### src/sv/clsc_pkg.sv
// clsc_pkg: shared widths and types for the cpu load strip chart
// no dependencies; used by every module of the block

package clsc_pkg;

  localparam int TICK_W = 56;
  localparam int SUM_W  = 60;
  localparam int ROW_W  = 6;
  localparam int QUO_W  = 6;
  localparam int PAGE_W = 3;
  localparam int COL_W  = 7;
  localparam int BEAT_W = 64;
  localparam int NUM_TICKS = 8;

  typedef logic [ROW_W-1:0] row_t;

  // status of the row queue between front and back
  typedef struct packed {
    logic full;
    logic empty;
  } q_stat_t;

endpackage

### src/sv/clsc_front.sv
// clsc_front: accepts tick requests, forms idle and total sums, differences them
// and divides to a chart row; depends on clsc_pkg

module clsc_front #(
  parameter int ROWS = 64
) (
  input  logic                          clk_i,
  input  logic                          rst_ni,
  input  logic                          in_valid_i,
  output logic                          in_stall_o,
  input  logic [clsc_pkg::TICK_W-1:0]   user_ticks_i,
  input  logic [clsc_pkg::TICK_W-1:0]   nice_ticks_i,
  input  logic [clsc_pkg::TICK_W-1:0]   system_ticks_i,
  input  logic [clsc_pkg::TICK_W-1:0]   idle_ticks_i,
  input  logic [clsc_pkg::TICK_W-1:0]   iowait_ticks_i,
  input  logic [clsc_pkg::TICK_W-1:0]   irq_ticks_i,
  input  logic [clsc_pkg::TICK_W-1:0]   softirq_ticks_i,
  input  logic [clsc_pkg::TICK_W-1:0]   steal_ticks_i,
  input  clsc_pkg::q_stat_t             q_stat_i,
  output logic                          push_o,
  output clsc_pkg::row_t                push_row_o
);

  localparam int SumW = clsc_pkg::SUM_W;
  localparam int QuoW = clsc_pkg::QUO_W;
  localparam int NumW = SumW + QuoW;
  localparam clsc_pkg::row_t Bottom = clsc_pkg::ROW_W'(ROWS - 1);

  typedef enum logic [6:0] {
    F_IDLE  = 7'b0000001,
    F_SUM   = 7'b0000010,
    F_DIFF  = 7'b0000100,
    F_CLASS = 7'b0001000,
    F_SCALE = 7'b0010000,
    F_DIV   = 7'b0100000,
    F_PUSH  = 7'b1000000
  } front_state_e;

  front_state_e state_q, state_d;

  logic [clsc_pkg::TICK_W-1:0] tick_q [clsc_pkg::NUM_TICKS];
  logic [2:0]        cnt_q;
  logic [SumW-1:0]   acc_q, acc_d;
  logic [SumW-1:0]   idle_q;
  logic [SumW-1:0]   prev_idle_q, prev_total_q;
  logic              primed_q;
  logic [SumW-1:0]   td_q, id_q, busy_q;
  logic              tot_le_q, idle_lt_q;
  logic [SumW-1:0]   rem_q;
  logic [QuoW-1:0]   low_q, quo_q;
  clsc_pkg::row_t    row_q;
  logic [NumW-1:0]   prod;
  logic [SumW:0]     trial;
  logic              ge;
  logic [QuoW-1:0]   quo_fin;

  assign acc_d   = acc_q + SumW'(tick_q[0]);
  assign prod    = NumW'(busy_q) * NumW'(Bottom);
  assign trial   = {rem_q, low_q[QuoW-1]};
  assign ge      = trial >= {1'b0, td_q};
  assign quo_fin = {quo_q[QuoW-2:0], ge};

  assign in_stall_o = (state_q != F_IDLE);
  assign push_o     = (state_q == F_PUSH) && !q_stat_i.full;
  assign push_row_o = row_q;

  always_comb begin
    state_d = state_q;
    unique case (state_q)
      F_IDLE:  if (in_valid_i) state_d = F_SUM;
      F_SUM:   if (cnt_q == 3'd7) state_d = primed_q ? F_DIFF : F_IDLE;
      F_DIFF:  state_d = F_CLASS;
      F_CLASS: begin
        if (tot_le_q || idle_lt_q || (id_q > td_q) || (id_q == '0)) state_d = F_PUSH;
        else state_d = F_SCALE;
      end
      F_SCALE: state_d = F_DIV;
      F_DIV:   if (cnt_q == 3'(QuoW - 1)) state_d = F_PUSH;
      F_PUSH:  if (!q_stat_i.full) state_d = F_IDLE;
      default: state_d = F_IDLE;
    endcase
  end

  always_ff @(posedge clk_i or negedge rst_ni) begin
    if (!rst_ni) begin
      state_q      <= F_IDLE;
      primed_q     <= 1'b0;
      prev_idle_q  <= '0;
      prev_total_q <= '0;
      cnt_q        <= '0;
    end else begin
      state_q <= state_d;
      unique case (state_q)
        F_IDLE: begin
          cnt_q <= '0;
        end
        F_SUM: begin
          if (cnt_q == 3'd7) begin
            cnt_q <= '0;
            if (!primed_q) begin
              primed_q     <= 1'b1;
              prev_idle_q  <= idle_q;
              prev_total_q <= acc_d;
            end
          end else begin
            cnt_q <= cnt_q + 3'd1;
          end
        end
        F_DIFF: begin
          prev_idle_q  <= idle_q;
          prev_total_q <= acc_q;
        end
        F_DIV: begin
          cnt_q <= cnt_q + 3'd1;
        end
        default: begin
        end
      endcase
    end
  end

  // datapath, no reset
  always_ff @(posedge clk_i) begin
    case (state_q)
      F_IDLE: begin
        if (in_valid_i) begin
          tick_q[0] <= idle_ticks_i;
          tick_q[1] <= iowait_ticks_i;
          tick_q[2] <= user_ticks_i;
          tick_q[3] <= nice_ticks_i;
          tick_q[4] <= system_ticks_i;
          tick_q[5] <= irq_ticks_i;
          tick_q[6] <= softirq_ticks_i;
          tick_q[7] <= steal_ticks_i;
          acc_q     <= '0;
        end
      end
      F_SUM: begin
        acc_q <= acc_d;
        for (int i = 0; i < clsc_pkg::NUM_TICKS - 1; i++) begin
          tick_q[i] <= tick_q[i+1];
        end
        if (cnt_q == 3'd1) idle_q <= acc_d;
      end
      F_DIFF: begin
        td_q      <= acc_q - prev_total_q;
        id_q      <= idle_q - prev_idle_q;
        tot_le_q  <= acc_q <= prev_total_q;
        idle_lt_q <= idle_q < prev_idle_q;
      end
      F_CLASS: begin
        busy_q <= td_q - id_q;
        if (tot_le_q) row_q <= Bottom;
        else if (idle_lt_q) row_q <= '0;
        else if (id_q > td_q) row_q <= Bottom;
        else row_q <= '0;
      end
      F_SCALE: begin
        rem_q <= prod[NumW-1:QuoW];
        low_q <= prod[QuoW-1:0];
        quo_q <= '0;
      end
      F_DIV: begin
        rem_q <= ge ? SumW'(trial - {1'b0, td_q}) : trial[SumW-1:0];
        low_q <= {low_q[QuoW-2:0], 1'b0};
        quo_q <= quo_fin;
        if (cnt_q == 3'(QuoW - 1)) begin
          row_q <= (quo_fin >= QuoW'(Bottom)) ? '0 : clsc_pkg::ROW_W'(Bottom - quo_fin);
        end
      end
      default: begin
      end
    endcase
  end

endmodule

### src/sv/clsc_queue.sv
// clsc_queue: two-entry queue of chart rows between front and back
// depends on clsc_pkg

module clsc_queue (
  input  logic              clk_i,
  input  logic              rst_ni,
  input  logic              push_i,
  input  clsc_pkg::row_t    push_row_i,
  input  logic              pop_i,
  output clsc_pkg::row_t    pop_row_o,
  output clsc_pkg::q_stat_t q_stat_o
);

  clsc_pkg::row_t mem_q [2];
  logic       wr_q, rd_q;
  logic [1:0] cnt_q;

  assign pop_row_o      = mem_q[rd_q];
  assign q_stat_o.full  = (cnt_q == 2'd2);
  assign q_stat_o.empty = (cnt_q == 2'd0);

  always_ff @(posedge clk_i or negedge rst_ni) begin
    if (!rst_ni) begin
      wr_q  <= 1'b0;
      rd_q  <= 1'b0;
      cnt_q <= '0;
    end else begin
      if (push_i) wr_q <= ~wr_q;
      if (pop_i) rd_q <= ~rd_q;
      case ({push_i, pop_i})
        2'b10:   cnt_q <= cnt_q + 2'd1;
        2'b01:   cnt_q <= cnt_q - 2'd1;
        default: cnt_q <= cnt_q;
      endcase
    end
  end

  always_ff @(posedge clk_i) begin
    if (push_i) mem_q[wr_q] <= push_row_i;
  end

endmodule

### src/sv/clsc_back.sv
// clsc_back: scrolling row history and page-ordered frame emitter
// depends on clsc_pkg

module clsc_back #(
  parameter int COLUMNS = 128,
  parameter int ROWS    = 64
) (
  input  logic                          clk_i,
  input  logic                          rst_ni,
  input  clsc_pkg::q_stat_t             q_stat_i,
  input  clsc_pkg::row_t                pop_row_i,
  output logic                          pop_o,
  output logic                          out_valid_o,
  input  logic                          out_stall_i,
  output logic [clsc_pkg::PAGE_W-1:0]   page_row_o,
  output logic [clsc_pkg::COL_W-1:0]    first_column_o,
  output logic [clsc_pkg::BEAT_W-1:0]   bytes_low_o,
  output logic [clsc_pkg::BEAT_W-1:0]   bytes_high_o,
  output logic                          frame_end_o
);

  localparam int Groups = COLUMNS / 16;
  localparam int Pages  = ROWS / 8;
  localparam int GrpW   = (Groups > 1) ? $clog2(Groups) : 1;
  localparam clsc_pkg::row_t Bottom = clsc_pkg::ROW_W'(ROWS - 1);

  typedef enum logic [1:0] {
    B_IDLE = 2'b01,
    B_EMIT = 2'b10
  } back_state_e;

  back_state_e state_q;
  clsc_pkg::row_t hist_q [COLUMNS];
  clsc_pkg::row_t hist_d [COLUMNS];
  logic [GrpW-1:0]             grp_q;
  logic [clsc_pkg::PAGE_W-1:0] page_q;
  logic                        out_valid_q;
  logic                        slot_free, beat, last;
  logic [clsc_pkg::BEAT_W-1:0] lo, hi;

  assign slot_free   = !out_valid_q || !out_stall_i;
  assign beat        = (state_q == B_EMIT) && slot_free;
  assign last        = (grp_q == GrpW'(Groups - 1)) &&
                       (page_q == clsc_pkg::PAGE_W'(Pages - 1));
  assign pop_o       = (state_q == B_IDLE) && !q_stat_i.empty;
  assign out_valid_o = out_valid_q;

  // at most one lit pixel per column on the current page, taken from the first sixteen history taps
  always_comb begin
    lo = '0;
    hi = '0;
    for (int c = 0; c < 8; c++) begin
      if (hist_q[c][5:3] == page_q) lo[c*8 + int'(hist_q[c][2:0])] = 1'b1;
      if (hist_q[c+8][5:3] == page_q) hi[c*8 + int'(hist_q[c+8][2:0])] = 1'b1;
    end
  end

  // push shifts in the newest row; each beat rotates one group to the front
  always_comb begin
    for (int i = 0; i < COLUMNS; i++) hist_d[i] = hist_q[i];
    if (pop_o) begin
      for (int i = 0; i < COLUMNS - 1; i++) hist_d[i] = hist_q[i+1];
      hist_d[COLUMNS-1] = pop_row_i;
    end else if (beat) begin
      for (int i = 0; i < COLUMNS; i++) hist_d[i] = hist_q[(i + 16) % COLUMNS];
    end
  end

  always_ff @(posedge clk_i or negedge rst_ni) begin
    if (!rst_ni) begin
      state_q     <= B_IDLE;
      grp_q       <= '0;
      page_q      <= '0;
      out_valid_q <= 1'b0;
      for (int i = 0; i < COLUMNS; i++) hist_q[i] <= Bottom;
    end else begin
      for (int i = 0; i < COLUMNS; i++) hist_q[i] <= hist_d[i];
      if (beat) out_valid_q <= 1'b1;
      else if (!out_stall_i) out_valid_q <= 1'b0;
      unique case (state_q)
        B_IDLE: begin
          if (pop_o) begin
            state_q <= B_EMIT;
            grp_q   <= '0;
            page_q  <= '0;
          end
        end
        B_EMIT: begin
          if (beat) begin
            if (grp_q == GrpW'(Groups - 1)) begin
              grp_q  <= '0;
              page_q <= page_q + clsc_pkg::PAGE_W'(1);
            end else begin
              grp_q <= grp_q + GrpW'(1);
            end
            if (last) state_q <= B_IDLE;
          end
        end
        default: state_q <= B_IDLE;
      endcase
    end
  end

  always_ff @(posedge clk_i) begin
    if (beat) begin
      page_row_o     <= page_q;
      first_column_o <= clsc_pkg::COL_W'({grp_q, 4'b0000});
      bytes_low_o    <= lo;
      bytes_high_o   <= hi;
      frame_end_o    <= last;
    end
  end

endmodule

### src/sv/cpu_load_strip_chart_core.sv
// cpu load strip chart, top level: front, row queue and frame emitter
// depends on clsc_pkg, clsc_front, clsc_queue, clsc_back
//
// - input channel: in_valid_i / in_stall_o with eight cumulative tick counters
//   per request. the front holds in_stall_o high while it works on a request.
// - output channel: out_valid_o / out_stall_i; every request except the first
//   after reset yields one frame of (ROWS/8)*(COLUMNS/16) results, 64 by
//   default, page by page and column group by column group; frame_end_o
//   marks the last result.
// - per request the front forms the sums serially on one adder, then does the
//   difference and scaling, the restoring divider and one push. within a
//   frame, results come one per cycle unless the receiver stalls.
// - the emitter sets the sustained rate; the two-entry row queue lets the
//   front take new requests while a frame is still going out.
// - when the receiver stalls, the current result holds and the emitter
//   waits; the queue fills and then the front stalls its input.
// - reset clears the stored sums and the primed flag and fills the history
//   with the bottom row; the first request afterwards only records sums.

module cpu_load_strip_chart_core #(
  parameter int COLUMNS = 128,
  parameter int ROWS    = 64
) (
  input  logic                          clk_i,
  input  logic                          rst_ni,
  input  logic                          in_valid_i,
  output logic                          in_stall_o,
  input  logic [clsc_pkg::TICK_W-1:0]   user_ticks_i,
  input  logic [clsc_pkg::TICK_W-1:0]   nice_ticks_i,
  input  logic [clsc_pkg::TICK_W-1:0]   system_ticks_i,
  input  logic [clsc_pkg::TICK_W-1:0]   idle_ticks_i,
  input  logic [clsc_pkg::TICK_W-1:0]   iowait_ticks_i,
  input  logic [clsc_pkg::TICK_W-1:0]   irq_ticks_i,
  input  logic [clsc_pkg::TICK_W-1:0]   softirq_ticks_i,
  input  logic [clsc_pkg::TICK_W-1:0]   steal_ticks_i,
  output logic                          out_valid_o,
  input  logic                          out_stall_i,
  output logic [clsc_pkg::PAGE_W-1:0]   page_row_o,
  output logic [clsc_pkg::COL_W-1:0]    first_column_o,
  output logic [clsc_pkg::BEAT_W-1:0]   bytes_low_o,
  output logic [clsc_pkg::BEAT_W-1:0]   bytes_high_o,
  output logic                          frame_end_o
);

  clsc_pkg::q_stat_t q_stat;
  logic              push, pop;
  clsc_pkg::row_t    push_row, pop_row;

  clsc_front #(
    .ROWS (ROWS)
  ) u_front (
    .clk_i           (clk_i),
    .rst_ni          (rst_ni),
    .in_valid_i      (in_valid_i),
    .in_stall_o      (in_stall_o),
    .user_ticks_i    (user_ticks_i),
    .nice_ticks_i    (nice_ticks_i),
    .system_ticks_i  (system_ticks_i),
    .idle_ticks_i    (idle_ticks_i),
    .iowait_ticks_i  (iowait_ticks_i),
    .irq_ticks_i     (irq_ticks_i),
    .softirq_ticks_i (softirq_ticks_i),
    .steal_ticks_i   (steal_ticks_i),
    .q_stat_i        (q_stat),
    .push_o          (push),
    .push_row_o      (push_row)
  );

  clsc_queue u_queue (
    .clk_i      (clk_i),
    .rst_ni     (rst_ni),
    .push_i     (push),
    .push_row_i (push_row),
    .pop_i      (pop),
    .pop_row_o  (pop_row),
    .q_stat_o   (q_stat)
  );

  clsc_back #(
    .COLUMNS (COLUMNS),
    .ROWS    (ROWS)
  ) u_back (
    .clk_i          (clk_i),
    .rst_ni         (rst_ni),
    .q_stat_i       (q_stat),
    .pop_row_i      (pop_row),
    .pop_o          (pop),
    .out_valid_o    (out_valid_o),
    .out_stall_i    (out_stall_i),
    .page_row_o     (page_row_o),
    .first_column_o (first_column_o),
    .bytes_low_o    (bytes_low_o),
    .bytes_high_o   (bytes_high_o),
    .frame_end_o    (frame_end_o)
  );

`ifndef SYNTHESIS
  a_push_not_full: assert property (@(posedge clk_i) disable iff (!rst_ni)
    push |-> !q_stat.full)
    else $error("row pushed into a full queue");

  a_frame_end_last: assert property (@(posedge clk_i) disable iff (!rst_ni)
    out_valid_o && frame_end_o |->
      page_row_o == clsc_pkg::PAGE_W'(ROWS / 8 - 1) &&
      first_column_o == clsc_pkg::COL_W'(COLUMNS - 16))
    else $error("frame end not on the last page and group");

  a_frame_no_gap: assert property (@(posedge clk_i) disable iff (!rst_ni)
    out_valid_o && !out_stall_i && !frame_end_o |=> out_valid_o)
    else $error("gap inside a frame");

  a_pixels_per_beat: assert property (@(posedge clk_i) disable iff (!rst_ni)
    out_valid_o |-> $countones({bytes_low_o, bytes_high_o}) <= 16)
    else $error("more than one lit pixel per column");
`endif

endmodule
### config.mk
export PLATFORM = sky130hd
export DESIGN_NAME = cpu_load_strip_chart_core
export DESIGN_NICKNAME = d
export VERILOG_FILES = /design/src/sv/clsc_pkg.sv /design/src/sv/clsc_front.sv /design/src/sv/clsc_queue.sv /design/src/sv/clsc_back.sv /design/src/sv/cpu_load_strip_chart_core.sv
export SDC_FILE = /design/constraint.sdc
export NUM_CORES = 2
export LEC_CHECK = 0
export BUFFER_PORTS_ARGS = -buffer_cell sky130_fd_sc_hd__buf_4
export CAP_MARGIN = 20
export CORE_MARGIN = 4
export CORE_UTILIZATION = 55
export DETAILED_ROUTE_END_ITERATION = 12
export PLACE_DENSITY = 0.82
export SLEW_MARGIN = 20
export SYNTH_ARGS = -nofsm -noshare
export SYNTH_HDL_FRONTEND = slang
export SYNTH_SLANG_ARGS = --single-unit
### constraint.sdc
create_clock -name clk_i -period 11.7 [get_ports clk_i]
set_input_delay 1.755 -clock clk_i [delete_from_list [all_inputs] [get_ports clk_i]]
set_output_delay 1.755 -clock clk_i [all_outputs]
set_load 0.03 [all_outputs]
# --- Yosys cells after proc, flatten, opt, wreduce, memory -nomap -nowiden ---
# Memories as Yosys holds them, arrays and structs flattened.
# Cells that the tools add are included.
classes:
  multipliers: 1
  reduce_logical: 47
  magnitude_cmp: 37
  add_sub_neg: 25
  bitwise_logic: 23
  n_eq_ne: 44
  muxes: 105
ops:
  columns: ["op", "count"]
  rows:
  - ["768-bit two-way mux", 2]
  - ["64-bit two-way mux", 14]
  - ["64-bit OR", 13]
  - ["60-bit case mux with 2 select lines", 4]
  - ["32-bit by 1-bit >= comparator with 1-bit output, second input constant", 14]
  - ["32-bit by 8-bit < comparator with 1-bit output, second input constant", 14]
  - ["56-bit two-way mux", 7]
  - ["60-bit two-way mux", 6]
  - ["60-bit subtractor", 4]
  - ["1-bit demux with 6-bit select", 14]
  - ["60-bit by 6-bit multiplier with 66-bit output, second input constant", 1]
  - ["8-bit by 64-bit OR with 64-bit output", 1]
  - ["61-bit by 60-bit >= comparator with 1-bit output", 1]
  - ["60-bit by 56-bit adder with 60-bit output", 1]
  - ["60-bit greater-than comparator", 1]
  - ["60-bit <= comparator", 1]
  - ["60-bit logical NOT", 1]
  - ["60-bit < comparator", 1]
  - ["6-bit by 3-bit adder with 7-bit output, first input constant", 8]
  - ["7-bit case mux with 7 select lines", 1]
  - ["3-bit equality test", 16]
  - ["7-bit two-way mux", 5]
  - ["6-bit two-way mux", 5]
  - ["1-bit two-way mux", 25]
  - ["other kinds (43)", 122]
word_totals:
  mem_bits_rw: 460
  register_bits: 1426
  memories: 2
  inputBits: 452
  out_inout_bits: 141
memory_table:
  columns: ["memory", "depth", "word_bits", "read_ports", "rd_clocked_by_memory_dff", "wr", "line", "source"]
  rows:
  - ["u_front.tick_q", 8, 56, 8, 0, 8, "clsc_front.sv:41", "logic [clsc_pkg::TICK_W-1:0] tick_q [clsc_pkg::NUM_TICKS];"]
  - ["u_queue.mem_q", 2, 6, 1, 0, 1, "clsc_queue.sv:14", "clsc_pkg::row_t mem_q [2];"]

# --- Logic depth before layout (Yosys ltp) ---
logic_depth:
  word_depth: 19
  ltp_mapped: 21
  depth_no_buf: 20

# --- Hierarchy ---
# From an unflattened synthesis, not the netlist that was laid out.
hier_totals:
  cells_unflattened: 10551
  hier_area_um2: 106475.9
by_module_without_submodules:
  columns: ["mod", "area_per_inst_um2", "n_inst", "cells_each"]
  rows:
  - ["clsc_front", 62801.5, 1, 6715]
  - ["clsc_back", 43055.0, 1, 3801]
  - ["clsc_queue", 619.3, 1, 35]

# --- Worst setup path before layout ---
# Ideal clock, no wire load.
synth_timing:
  path_type: "input -> register"
  from: "input in_valid_i"
  to: "memory u_front.tick_q[0][0] (netlist name) (enable)"
  path_stages: 4
  path_buffers: 2
  setup_ns: 2.844
  required_ns: 8.856
  slack_ns: 0.042
  arrival_time_ns: 8.815
  path_cell_list: "nand2_1 > clkbuf_1 > clkbuf_1 > nand2_1"
synth_rtl:
  columns: ["item", "line", "source"]
  rows:
  - ["from (decl)", "cpu_load_strip_chart_core.sv:26", "input logic in_valid_i,"]
  - ["to (decl)", "clsc_front.sv:41", null]

# --- Worst setup path after layout ---
layout_timing:
  from: "register u_front.busy_q[1]"
  to: "register u_front.rem_q[59], data pin"
layout_between:
  elab_chain_len: 2
layout_lines:
  columns: ["item", "line", "source"]
  rows:
  - ["from (decl)", "clsc_front.sv:47", "logic [SumW-1:0] td_q, id_q, busy_q;"]
  - ["from (signal assigned)", "clsc_front.sv:152", "busy_q <= td_q - id_q;"]
  - ["60-bit by 6-bit multiplier with 66-bit output", "clsc_front.sv:58", "assign prod = NumW'(busy_q) * NumW'(Bottom);"]
  - ["60-bit case mux with 2 select lines", "clsc_front.sv:124", "case (state_q)"]
  - ["to (signal assigned)", "clsc_front.sv:159", "rem_q <= prod[NumW-1:QuoW];"]
  - ["to (signal assigned)", "clsc_front.sv:164", "rem_q <= ge ? SumW'(trial - {1'b0, td_q}) : trial[SumW-1:0];"]
  - ["to (decl)", "clsc_front.sv:49", "logic [SumW-1:0] rem_q;"]
# No other way between the ends.
# A chain may end at the register's enable or synchronous reset.

==> impl_metrics.py <==
metrics = {
    "run_status": {
        "outcome": "finished, violations left",
        "violations": "max-slew violations",
    },
    "worst_setup_path": {
        "startpoint": "u_front.busy_q[1]",
        "critPathMaxFanout": 3,
        "crit_top_cell": "inv_1",
        "path_cells": "inv_1 > fa_1 > inv_1 > fa_1 > inv_1 > fa_1 > inv_1 > ha_1 > o21ai_0 > nor2_1 > a41oi_1 > a31oi_1 > nor4_1 > o21ai_0 > a21oi_1 > o21bai_1 > a21oi_1 > o211ai_1 > o21ai_0 > o211a_1",
        "r2r-start": "u_front.busy_q[1]",
        "cpMaxStageDelayCell": "nor4_1",
        "cp.required_ps": 12410,
        "end_kind": "register",
        "slowest_delay_ps": 740,
        "crit_path_start_kind": "register",
        "crit_type": "register to register",
        "arrival_ps": 6920,
    },
    "placed_design": {
        "port_buffers": 588,
        "dp_hpwl_um": 221000,
        "place_inst": 13900,
        "gp_congestion": 0.983,
    },
    "pwr": {
        "p_leak_uw": 0.0501,
        "power.share.sequential_pct": 43.5,
        "peakVddDrop_uv": 210,
        "p_switching_uw": 11600,
        "pwr-share-comb_pct": 35.3,
        "power_density_nw_per_um2": 256,
        "p_int_uw": 18200,
        "clockPowerShare_pct": 21.1,
        "p_sw_share_pct": 39.0,
    },
    "timing": {
        "max_freq_mhz": 161,
        "worst_pin_slew_ps": 1530,
        "finalClockSkew_ps": 33.1,
        "final_max_slew_viol_count": 43,
        "hold_viol": 0,
        "finalCritPeriodShare_pct": 53.1,
        "tns_ps": 0,
        "slew_headroom_pct": -1.98,
        "timing.hold.ws_ps": 436,
        "finalSetupViolCount": 0,
        "period_minus_slack_ps": 6210,
        "grt_setup_unrepaired": "false",
    },
    "synthesis": {
        "yosysWarnings": 0,
        "synth-compound-area-share_pct": 13.6,
        "synth_seq_cells": 1886,
        "ys_seq_area_share_pct": 50.9,
        "synth_edf_count": 974,
        "netlist_instances": 11400,
        "synth_area_leaders": "edfxtp_1 (28%), dfstp_2 (19%), nand2_1 (11%)",
        "synth_xor_area_share_pct": 3.25,
        "synth.area.mux_share_pct": 0.149,
        "synth_top_family_by_area": "simple AND/OR/NAND/NOR gates",
        "syn-mean-instance-area_sq_um": 9.15,
        "yosysTopAreaCell": "edfxtp_1",
        "synth_top_area_share_pct": 28.1,
        "ys_types": 96,
        "async_reset_ff_share_pct": 48.4,
        "syn_area_sq_um": 104000,
        "synth_ff_type": "edfxtp_1",
        "synth_fa_ha_area_share_pct": 8.04,
        "synthSimpleGateAreaFrac_pct": 19.2,
    },
    "finish": {
        "layout_common_cells": "nand2_1 (3161), nor2_1 (1170), edfxtp_1 (974)",
        "fin_cells": 14300,
        "area_growth_pct": 12.0,
        "nFillCells": 15200,
        "final_common_cell": "nand2_1",
        "nets": 12600,
        "drive_gt1_share_pct": 15.0,
    },
    "floorplanning": {
        "initial_core_util_pct": 55.4,
        "die-area_sq_um": 196000,
        "row_count": 159,
        "ioPinCount": 593,
        "die_w_um": 443,
        "core_sq_um": 188000,
        "dieHeight_um": 443,
    },
    "clock_tree": {
        "cts_tree": "yes",
        "cts.path.max_buffers": 3,
        "cts.hold.buffers_added": 0,
        "cts_sinks": 1886,
        "cts_root_buffer": "clkbuf_16",
        "cts_setup_buffers": 0,
        "path_clk_slew_ps": 60,
        "insertion_delay_ps": 860,
        "cts_made_buffers": 195,
        "post_cts_resized": 0,
        "cts_max_level": 4,
    },
    "route": {
        "ant_nets": 0,
        "drt_iter0_markers": 9748,
        "wire_per_inst_um": 21.1,
        "firstDrtPassIters": 8,
        "finalWirelength_um": 301000,
        "vias": 83900,
        "via_per_inst": 5.87,
        "drc": 0,
    },
    "global_routing": {
        "grt_pass1_vias": 79800,
        "grt_max_degree": 283,
        "track_usage_pct": 30.0,
        "overflow": 0,
        "antenna_found_initial": 38,
        "grt_first_pass_wirelength_um": 465000,
    },
    "min_path": {
        "hp-start": "u_front.push_row_o[4]",
        "min_path_type": "register to register",
    },
    "run": {
        "drv_cap": 0,
    },
}
## layer usage
metal / track usage, % / vias up / wire, um
met5: 0 / - / 80
met4: 11.3 / 12 / 11800
met3: 5.40 / 495 / 23700
met2: 46.0 / 3395 / 137000
met1: 42.6 / 40900 / 129000
li1: - / 39200 / -
## per-stage QoR
step	power (uW)	setup WS (ps)	cell area, sq um	util [%]
floorplan	20200	41.6	104000	-
global placement	22900	5730	110000	58.5
detailed placement	23300	5590	110000	58.5
CTS	29700	5590	116000	61.9
global route	31600	5220	117000	62.0
finish	29900	5490	117000	62.0
## power by group through the flow
stage                     logic, uW  clock network (uW)  registers, uW
after floorplan                7540                   0          12600
after global placement         9990                   0          12900
after detailed placement      10300                   0          13000
after CTS                     10400                6390          12900
after global routing          11700                6670          13200
final                         10600                6310          13000
## sequential cells by signal, summed over array words and instances, names as in the netlist, 5 cells and up
signal	count
u_front.td_q	60
u_front.low_q	6
u_back.bytes_low_o	64
u_front.id_q	60
u_front.state_q	7
u_front.push_row_o	6
u_front.prev_idle_q	60
u_front.tick_q	448
u_back.hist_q	768
u_front.quo_q	5
u_front.rem_q	60
u_front.idle_q	60
u_front.acc_q	60
u_queue.mem_q	12
u_front.busy_q	60
u_back.bytes_high_o	64
u_front.prev_total_q	60
## final timing paths
check,to,slack (ps),cells after the start
setup / recovery,u_front.rem_q[59],5490,20
hold / removal,u_queue.mem_q[0][4],440,0
setup reg to reg,u_front.rem_q[59],5490,20
hold reg to reg,u_queue.mem_q[0][4],440,0
max in group asynchronous,u_front.prev_idle_q[2],8250,3
min in group asynchronous,u_back.page_q[2],1040,1
## cell usage after synthesis, types with 13 or more instances
| cell type | n |
|---|---|
| a211oi_1 | 70 |
| a21boi_0 | 21 |
| a21o_1 | 216 |
| a21oi_1 | 472 |
| a22oi_1 | 13 |
| a31oi_1 | 835 |
| and2_1 | 65 |
| and3_1 | 35 |
| buf_1 | 13 |
| buf_2 | 18 |
| clkbuf_1 | 588 |
| dfrtp_1 | 142 |
| dfstp_2 | 770 |
| edfxtp_1 | 974 |
| fa_1 | 180 |
| ha_1 | 381 |
| inv_1 | 701 |
| nand2_1 | 3166 |
| nand2b_1 | 87 |
| nand3_1 | 85 |
| nand4_1 | 96 |
| nor2_1 | 1170 |
| nor2b_1 | 55 |
| nor3_1 | 96 |
| nor4_1 | 32 |
| o211ai_1 | 31 |
| o21a_1 | 47 |
| o21ai_0 | 294 |
| o21ai_1 | 26 |
| o21bai_1 | 75 |
| o31ai_1 | 18 |
| xnor2_1 | 203 |
| xor2_1 | 183 |
## worst max-delay path: cells and delay by family (launching register included)
kind,cells,cell delay (ps)
simple gates,2,870
fa+ha+maj,4,1900
compound gates,10,2660
flops,1,410
buf+inv,4,240
## cell families (layout without fill, tap and decap cells)
logic type / Yosys count / count (layout)
and+or+nand+nor: 4950 / 4950
AOI/OAI and AO/OA: 2251 / 2251
DFF: 1886 / 1886
buffers and inverters: 1328 / 1716
adders and majority gates: 561 / 561
xor gates and xnor gates: 386 / 386
muxes: 15 / 15
other: 1 / 30
## area by class of cell
| type | instances | area [sq um] | area share [%] |
|---|---|---|---|
| sequential | 1886 | 53000 | 45.5 |
| multi-input combinational | 8167 | 46100 | 39.6 |
| tap | 2495 | 3120 | 2.68 |
| inverter | 702 | 2650 | 2.27 |
| antenna | 26 | 65.1 | 0.0558 |
| timing repair buffer | 648 | 5110 | 4.38 |
| clock buffer | 276 | 5550 | 4.76 |
| clock inverter | 90 | 931 | 0.798 |
Power figures use the tool's default switching activity.
